File: config.mk
export PLATFORM = sky130hd
export DESIGN_NAME = dcs_slot_cell
export DESIGN_NICKNAME = d
export VERILOG_FILES = /design/src/design/dcs_pkg.sv /design/src/design/dcs_slot_cell.sv
export SDC_FILE = /design/constraint.sdc
export NUM_CORES = 1
export LEC_CHECK = 0
export BUFFER_PORTS_ARGS = -buffer_cell sky130_fd_sc_hd__buf_4
export CAP_MARGIN = 20
export CORE_MARGIN = 8
export CORE_UTILIZATION = 46
export DETAILED_ROUTE_END_ITERATION = 6
export GPL_TIMING_DRIVEN = 0
export MAX_ROUTING_LAYER = met4
export PLACE_DENSITY_LB_ADDON = 0.25
export REMOVE_ABC_BUFFERS = 1
export SLEW_MARGIN = 20
export SYNTH_ARGS = -nofsm -noshare
export SYNTH_HDL_FRONTEND = slang
export SYNTH_SLANG_ARGS = --single-unit
File: constraint.sdc
create_clock -name clk -period 4.2 [get_ports clk]
set_input_delay 0 -clock clk [delete_from_list [all_inputs] [get_ports clk]]
set_output_delay 0 -clock clk [all_outputs]
set_load 0.1 [all_outputs]
File: src/design/dcs_pkg.sv
// ----------------------------------------------------------------------------
// dcs_pkg
// Shared types, codes and constants of the deadline callout scheduler.
// ----------------------------------------------------------------------------
package dcs_pkg;

    localparam int DEF_SLOTS     = 16;
    localparam int DEF_MAX_FIRES = 63;
    localparam int LATENCY_BINS  = 8;
    localparam int HIST_ENTRIES  = LATENCY_BINS + 1;
    localparam int IDX_W         = 8;

    localparam logic [19:0] MIN_INTERVAL_RESET = 20'd50;
    localparam logic [25:0] MAX_INTERVAL_RESET = 26'd50000000;

    localparam logic [2:0] CMD_SCHEDULE = 3'd0;
    localparam logic [2:0] CMD_CANCEL   = 3'd1;
    localparam logic [2:0] CMD_TICK     = 3'd2;
    localparam logic [2:0] CMD_QUERY    = 3'd3;
    localparam logic [2:0] CMD_READ_BIN = 3'd4;

    localparam logic [1:0] KIND_FIRE    = 2'd0;
    localparam logic [1:0] KIND_COMPARE = 2'd1;
    localparam logic [1:0] KIND_DONE    = 2'd2;
    localparam logic [1:0] KIND_COUNT   = 2'd3;

    localparam logic [1:0] CFG_MIN_INTERVAL = 2'd0;
    localparam logic [1:0] CFG_MAX_INTERVAL = 2'd1;

    typedef struct packed {
        logic [2:0]  command;
        logic [3:0]  slot;
        logic [63:0] deadline;
        logic [31:0] period;
        logic        notify;
        logic [63:0] now;
        logic [3:0]  bin;
    } in_item_t;

    typedef struct packed {
        logic [1:0]  result_kind;
        logic [3:0]  fired_slot;
        logic        timer_rearmed;
        logic [25:0] next_delay;
        logic        entry_done;
        logic [31:0] bin_count;
        logic        last;
    } out_item_t;

    typedef enum logic [2:0] {
        WR_NONE,
        WR_SETUP,
        WR_ENTER,
        WR_CANCEL,
        WR_EXPIRE
    } wr_op_t;

    typedef struct packed {
        wr_op_t             op;
        logic [IDX_W-1:0]   idx;
        logic [63:0]        deadline;
        logic [31:0]        period;
        logic               notify;
        logic [31:0]        stamp;
    } slot_wr_t;

    // best-so-far entry handed from cell to cell
    typedef struct packed {
        logic               valid;
        logic [IDX_W-1:0]   idx;
        logic [63:0]        deadline;
        logic [31:0]        age;
        logic [31:0]        period;
        logic               notify;
    } cand_t;

    typedef enum logic [2:0] {
        ST_IDLE,
        ST_EXEC,
        ST_SCAN,
        ST_DECIDE,
        ST_REARM,
        ST_REPORT,
        ST_BINRD
    } state_t;

    function automatic logic [3:0] latency_bin(input logic [15:0] lat);
        logic [15:0] bounds [LATENCY_BINS];
        logic [3:0]  b;
        bounds = '{16'd1, 16'd2, 16'd5, 16'd10, 16'd20, 16'd50, 16'd100, 16'd1000};
        b = 4'(LATENCY_BINS);
        for (int i = LATENCY_BINS - 1; i >= 0; i--)
        begin
            if (lat <= bounds[i])
            begin
                b = 4'(i);
            end
        end
        return b;
    endfunction

endpackage

File: src/design/dcs_slot_cell.sv
// ----------------------------------------------------------------------------
// dcs_slot_cell
// One timer slot: holds its entry and folds it into the passing head candidate.
// ----------------------------------------------------------------------------
module dcs_slot_cell
    import dcs_pkg::*;
#(
    parameter int IDX = 0
)
(
    input  logic        clk,
    input  logic        rst_n,
    input  slot_wr_t    wr,
    input  logic [31:0] insert_count,
    input  cand_t       cand_in,
    output cand_t       cand_out,
    output logic        done
);

    logic        active_reg;
    logic        done_reg;
    logic [63:0] deadline_reg;
    logic [31:0] period_reg;
    logic        notify_reg;
    logic [31:0] stamp_reg;
    cand_t       cand_reg;
    cand_t       cand_next;
    logic        hit;
    logic [31:0] age;
    logic        take;

    assign hit = (wr.idx == IDX_W'(IDX));

    always_ff @(posedge clk or negedge rst_n)
    begin
        if (!rst_n)
        begin
            active_reg <= 1'b0;
            done_reg   <= 1'b1;
        end
        else if (hit)
        begin
            case (wr.op)
                WR_SETUP:  active_reg <= 1'b0;
                WR_ENTER:
                begin
                    active_reg <= 1'b1;
                    done_reg   <= 1'b0;
                end
                WR_CANCEL, WR_EXPIRE:
                begin
                    active_reg <= 1'b0;
                    done_reg   <= 1'b1;
                end
                default: ;
            endcase
        end
    end

    always_ff @(posedge clk)
    begin
        if (hit)
        begin
            case (wr.op)
                WR_SETUP:
                begin
                    period_reg <= wr.period;
                    notify_reg <= wr.notify;
                end
                WR_ENTER:
                begin
                    deadline_reg <= wr.deadline;
                    stamp_reg    <= wr.stamp;
                end
                WR_CANCEL: period_reg <= 32'd0;
                default: ;
            endcase
        end
    end

    // earlier deadline wins, on a tie the older entry
    assign age  = insert_count - stamp_reg;
    assign take = active_reg && (!cand_in.valid || deadline_reg < cand_in.deadline ||
                  (deadline_reg == cand_in.deadline && age > cand_in.age));

    always_comb
    begin
        cand_next = cand_in;
        if (take)
        begin
            cand_next.valid    = 1'b1;
            cand_next.idx      = IDX_W'(IDX);
            cand_next.deadline = deadline_reg;
            cand_next.age      = age;
            cand_next.period   = period_reg;
            cand_next.notify   = notify_reg;
        end
    end

    always_ff @(posedge clk or negedge rst_n)
    begin
        if (!rst_n)
        begin
            cand_reg <= '0;
        end
        else
        begin
            cand_reg <= cand_next;
        end
    end

    assign cand_out = cand_reg;
    assign done     = done_reg;

endmodule

==> impl_metrics.toml, run 1 <==
[cts]
ctsHtreeMaxLevel = 1
clkSinkCount = 269
cts_buffers = 30
cts_buffer_depth = 3
cts_tree = "built"
cts-root-buf = "clkbuf_16"
insertion_delay_ps = 600
path_clk_slew_ps = 60

[sta]
rsz0062_at_grt = "yes"
worst_pin_slew_ps = 880
hold_viol_final = 0
hold_ws_ps = 49.0
clock_skew_ps = 43.0
final.setup.worst_slack_ps = -530
min_period_ps = 4730
finalSetupViolCount = 133
min_period_over_period = 1.13
max_slew_margin = 0.406
fmax_mhz = 211
drv_slew = 0

[placement]
hpwl_um = 33700
place_ws_ps = -1570
io_buffers = 450
gp_congestion = 0.945

[setup_path]
critPathLaunchType = "flip-flop"
worstSetupPathType = "flip-flop to flip-flop"
worstPathCellList = "inv_1 -> ha_1 -> a21o_1 -> a211o_1 -> o21ai_1 -> a211o_1 -> a21boi_0 -> o21a_1 -> nor3_1 -> nor2_1 -> ha_1 -> nand4_1 -> nor4_4 -> a21boi_2 -> o31ai_4 -> buf_6 -> and2_4 -> buf_12 -> buf_6 -> mux2_4"
arrival_ps = 5170
end_kind = "flip-flop"
slowest_delay_ps = 340
crit_required_ps = 4640
crit_fanout = 7
crit_slowest_cell = "o21ai_1"

[power]
vdd_drop_max_v = 0.000387
power_density_nw_per_um2 = 321
p_leak_nw = 10.4
finalPower_mw = 7.12

[floorplan]
ios = 451
num_rows = 62
fp.dieW_um = 187
fp.dieH_um = 187
die_area_um2 = 35000
coreArea_um2 = 28800
initial_core_util = 0.468

[cells_and_area]
utilization = 0.772
largest_reg_flops = 138
final_common_cell = "buf_4"
nNetsFinal = 2321
syn2layout_area_growth_pct = 64.8
fillCellCount = 1648
drive_gt1_frac = 0.369
mostFrequentLayoutCells = "buf_4, dlygate4sd3_1, dfrtp_1, inv_1, edfxtp_1"

[global_route]
antenna_found_initial = 14
grt_pass1_wl_um = 78900
grt_max_degree = 80
overflow = 0
track_usage = 0.296
grt_pass1_vias = 13800

[synthesis]
synth_top_area_share = 0.287
muxShareOfSynthArea = 0.108
netlist_area_um2 = 13500
synth_cell_type_count = 54
synth_xor_area_frac = 0.0175
ys_ff_latch = 269
synth_edf_count = 129
yosys.area_share.simple = 0.0805
synth-compound-area-share = 0.0785
synth_flop_cell = "dfrtp_1"
ys_top_cells_by_area = "edfxtp_1, dfrtp_1, ha_1"
yosysTopAreaCell = "edfxtp_1"
synthCells = 1082
ys_seq_area_frac = 0.547
synth_top_family_by_area = "adder cells"
async_reset_ff_frac = 0.520
synthAdderAreaFrac = 0.119
yosys_warnings = 0
avgSynthCellArea_um2 = 12.5

[route]
drtAntennaViolNets = 0
vias = 12300
detail_route.first_pass.iterations = 4
avgViaCountPerCell = 5.33
finalWirelength_um = 54700
drt_iter0_drc = 727
routedWlPerCell_um = 23.8
drc = 0

[flow_run]
drv_cap = 0

[run_status]
violations = "negative setup slack"
status = "finished, violations left"

[hold_path]
min_path_type = "primary input to flip-flop"
==> final cells by class <==
| class | instances | area (um^2) | area share |
|---|---|---|---|
| multi-input cells | 655 | 5820 | 0.262 |
| flip-flops and latches | 269 | 7380 | 0.332 |
| repair buffers | 788 | 7020 | 0.316 |
| well taps | 384 | 480 | 0.0216 |
| clock buffers | 36 | 793 | 0.0357 |
| clock inverters | 20 | 170 | 0.00766 |
| diodes | 15 | 37.5 | 0.00169 |
| inverters | 137 | 514 | 0.0231 |
==> where the power goes <==
group          leakage [nW]  switching [mW]  internal (mW)  total [mW]
Combinational          7.12           0.980          0.668        1.65
Sequential             2.78          0.0308           2.83        2.86
Clock                 0.461            1.19           1.42        2.61
==> Yosys cell counts, types with 5 or more instances <==
| master | number |
|---|---|
| dfrtp_1 | 139 |
| inv_1 | 137 |
| edfxtp_1 | 129 |
| ha_1 | 127 |
| mux2_2 | 110 |
| a21oi_1 | 80 |
| nand2_1 | 42 |
| and2_1 | 36 |
| o21ai_0 | 29 |
| nand4_1 | 23 |
| nor2_1 | 23 |
| nand3_1 | 21 |
| a21o_1 | 16 |
| xnor2_1 | 16 |
| mux2_4 | 13 |
| and3_1 | 12 |
| xor2_1 | 11 |
| buf_4 | 9 |
| clkbuf_1 | 9 |
| nor3_1 | 9 |
| nand2b_1 | 8 |
| a211oi_1 | 6 |
| and4_1 | 6 |
| nor2b_1 | 5 |
| o21bai_1 | 5 |
==> logic make-up after synthesis <==
kind of cell / after synthesis
AOI/OAI and AO/OA: 173
xor gates and xnor gates: 27
adders and majority gates: 128
buffers and inverters: 159
DFF: 269
muxes: 125
and+or+nand+nor: 201
==> critical path: cells and delay by family (launching register included) <==
| family | cells | cell delay (ps) |
|---|---|---|
| AO/OA/AOI/OAI | 8 | 1860 |
| buffers and inverters | 4 | 480 |
| flip-flops | 1 | 320 |
| adder cells (fa/ha/maj) | 2 | 620 |
| AND/OR/NAND/NOR | 5 | 1020 |
| multiplexers | 1 | 310 |
==> timing repair <==
action	4_1_cts	5_1_grt
gates resized for setup	73	29
setup buffers	21	7
hold buffers	284	0
pin swaps	15	0
cloned	7	4
endpoints found under the setup margin	137	137
hold endpoints to repair	446	0
==> routing by layer <==
metal  global-route usage  routed length (um)  share of wire
met1                0.302               19200           0.35
met2                0.539               28900           0.53
met3               0.0649                3860          0.071
met4                0.130                2740          0.050
met5                    -                   0              0
==> per-stage QoR <==
step	cell area, um^2	cells	TNS (ps)
6_report	22200	2304	-59710
5_1_grt	22200	2304	-96840
4_1_cts	21900	2280	-64190
3_5_place_dp	17500	1912	-189210
3_3_place_gp	17200	1894	-1429470
2_1_floorplan	13300	1060	-587120
==> worst paths after layout <==
| check | from | end | slack (ps) | cells past startpoint |
|---|---|---|---|---|
| hold reg to reg | period_reg[24] | cand_out[25] | 480 | 1 |
| hold / removal | insert_count[12] | cand_out[45] | 50 | 4 |
| max in group asynchronous | rst_n | cand_out[82] | 3040 | 4 |
| min in group asynchronous | rst_n | cand_out[72] | 440 | 3 |
| setup reg to reg | stamp_reg[4] | cand_out[18] | -530 | 20 |
| setup / recovery | stamp_reg[4] | cand_out[18] | -530 | 20 |
No activity file was read; power rests on OpenSTA's default activity.
==> run 2: changes to the inputs <==
- BUFFER_PORTS_ARGS: -buffer_cell sky130_fd_sc_hd__buf_4 -> -buffer_cell sky130_fd_sc_hd__buf_2
==> run 2 against run 1 <==
Effect of this change:
- the run still ends with negative setup slack left
- sequential power barely moved
- sequential share of layout area grew 1.3 points
- non-clock buffer count shrank 2
- global-route usage fell by 0.49 points
- via count increased by 1.8%
- worst hold slack improved by 1.0 ps
- combinational power decreased by 7%
- die area did not move
- wire length grew 0.81%
- critical path type unchanged
==> impl_metrics.toml, run 2 (synthesis results as in run 1) <==
[run_status]
status = "finished, violations left"
violations = "negative setup slack"

[cts]
path_clk_slew_ps = 60
cts_tree = "built"
ctsHtreeMaxLevel = 1
clkSinkCount = 269
cts-root-buf = "clkbuf_16"
insertion_delay_ps = 590
cts_buffer_depth = 3
cts_buffers = 30

[sta]
rsz0062_at_grt = "yes"
drv_slew = 0
final.setup.worst_slack_ps = -613
hold_viol_final = 0
worst_pin_slew_ps = 943
fmax_mhz = 208
finalSetupViolCount = 137
min_period_over_period = 1.15
max_slew_margin = 0.371
setup_tns_ps = -67990
clock_skew_ps = 31.2
min_period_ps = 4810

[setup_path]
worstPathCellList = "ha_2 -> inv_2 -> fa_2 -> a21o_1 -> a221oi_4 -> a211o_1 -> and2_4 -> o2111ai_4 -> a31o_2 -> a311o_1 -> ha_4 -> nand4_1 -> nor4_4 -> a21boi_4 -> o31ai_4 -> buf_8 -> buf_6 -> and2_4 -> clkbuf_16 -> mux2_4"
cp.buffers_inverters = 4
crit_family = "compound AO/OA/AOI/OAI gates"
slowest_delay_ps = 390
critPathLaunchType = "flip-flop"
crit_fanout = 8
crit_slowest_cell = "a311o_1"
crit_required_ps = 4660
crit_top_cell = "and2_4"
end_kind = "flip-flop"
arrival_ps = 5270
worstSetupPathType = "flip-flop to flip-flop"

[placement]
post-place-cells = 1910
hpwl_um = 32200
place_ws_ps = -1670
io_buffers = 450
gp_congestion = 0.938

[floorplan]
initial_core_util = 0.468
die_area_um2 = 35000
fp.dieH_um = 187
ios = 451
fp.dieW_um = 187
num_rows = 62
coreArea_um2 = 28800

[power]
vdd_drop_max_v = 0.000359
p_int_mw = 4.89
power.share.clock = 0.379
comb_power_share = 0.217
p_sw_frac = 0.309
power_switching_mw = 2.19
seq_power_share = 0.405
p_leak_nw = 10.2
finalPower_mw = 7.07
power_density_nw_per_um2 = 331

[cells_and_area]
finalNonFillerCells = 2308
drive_gt1_frac = 0.370
fillCellCount = 1724
largest_reg_flops = 138
utilization = 0.742
mostFrequentLayoutCells = "buf_2, dlygate4sd3_1, dfrtp_1, inv_1, edfxtp_1"
nNetsFinal = 2322
syn2layout_area_growth_pct = 58.5
final_common_cell = "buf_2"

[route]
drtAntennaViolNets = 0
routedWlPerCell_um = 23.9
detail_route.first_pass.iterations = 5
drt_iter0_drc = 824
vias = 12500
finalWirelength_um = 55200
avgViaCountPerCell = 5.41
drc = 0

[global_route]
grt_pass1_vias = 13500
overflow = 0
track_usage = 0.291
antenna_found_initial = 17
grt_pass1_wl_um = 77700
grt_max_degree = 77

[hold_path]
min_path_type = "primary input to flip-flop"

[flow_run]
drv_cap = 0
-- run 2: power groups by stage --
stage	logic (mW)	registers [mW]	clock network (mW)
floorplan	0.321	3.42	0
global placement	1.18	2.91	0
detailed placement	1.20	2.91	0
CTS	1.46	2.86	2.65
global route	1.61	2.87	2.78
finish	1.53	2.86	2.68
-- run 2: through the flow --
| step | cell area (um^2) | hold WS (ps) |
|---|---|---|
| after CTS | 21000 | 1.46 |
| after global placement | 16100 | 177 |
| after floorplan | 13300 | -296 |
| final | 21400 | 50.0 |
| after detailed placement | 16300 | -4.37 |
| after global routing | 21400 | 67.2 |
-- run 2: final cells by class --
| cell class | instances | area (um^2) | share of cell area |
|---|---|---|---|
| Timing Repair Buffer | 786 | 5910 | 0.277 |
| Clock buffer | 42 | 856 | 0.0401 |
| Sequential cell | 269 | 7380 | 0.345 |
| Clock inverter | 14 | 134 | 0.00627 |
| Multi-Input combinational cell | 658 | 6050 | 0.283 |
| Antenna cell | 18 | 45.0 | 0.00211 |
| Tap cell | 384 | 480 | 0.0225 |
| Inverter | 137 | 514 | 0.0241 |
-- run 2: worst paths after layout --
path                                 startpoint           end  slack [ps]  cells past startpoint
worst max register to register     stamp_reg[0]   cand_out[1]        -610                     20
worst min-delay path            insert_count[7]  cand_out[40]          50                      4
max in group asynchronous                 rst_n  cand_out[53]        2270                      4
min in group asynchronous                 rst_n  cand_out[50]         500                      3
worst max-delay path               stamp_reg[0]   cand_out[1]        -610                     20
worst min register to register   period_reg[31]  cand_out[32]         460                      1
-- run 2: worst reg2reg max path, cell delays in order (launching register included) --
cell and delay [ps]:
edfxtp_1 340, ha_2 190, inv_2 40, fa_2 350, a21o_1 210, a221oi_4 250, a211o_1 210, and2_4 180
o2111ai_4 130, a31o_2 280, a311o_1 390, ha_4 290, nand4_1 150, nor4_4 390, a21boi_4 260, o31ai_4 80
buf_8 160, buf_6 120, and2_4 190, clkbuf_16 190, mux2_4 320
-- run 2: repair_timing --
item / in CTS / in global routing
endpoints found under the setup margin: 137 / 137
hold buffers: 282 / 0
resized for setup: 102 / 50
pin swaps: 15 / 12
gates cloned: 11 / 5
endpoints found under the hold margin: 432 / 0
buffers inserted: 24 / 3
-- run 2: layer usage --
metal	wire (um)	global-route usage	share of wire
met3	4390	0.0630	0.080
met4	3350	0.137	0.061
met5	0	-	0
met2	28100	0.513	0.51
met1	19300	0.309	0.35
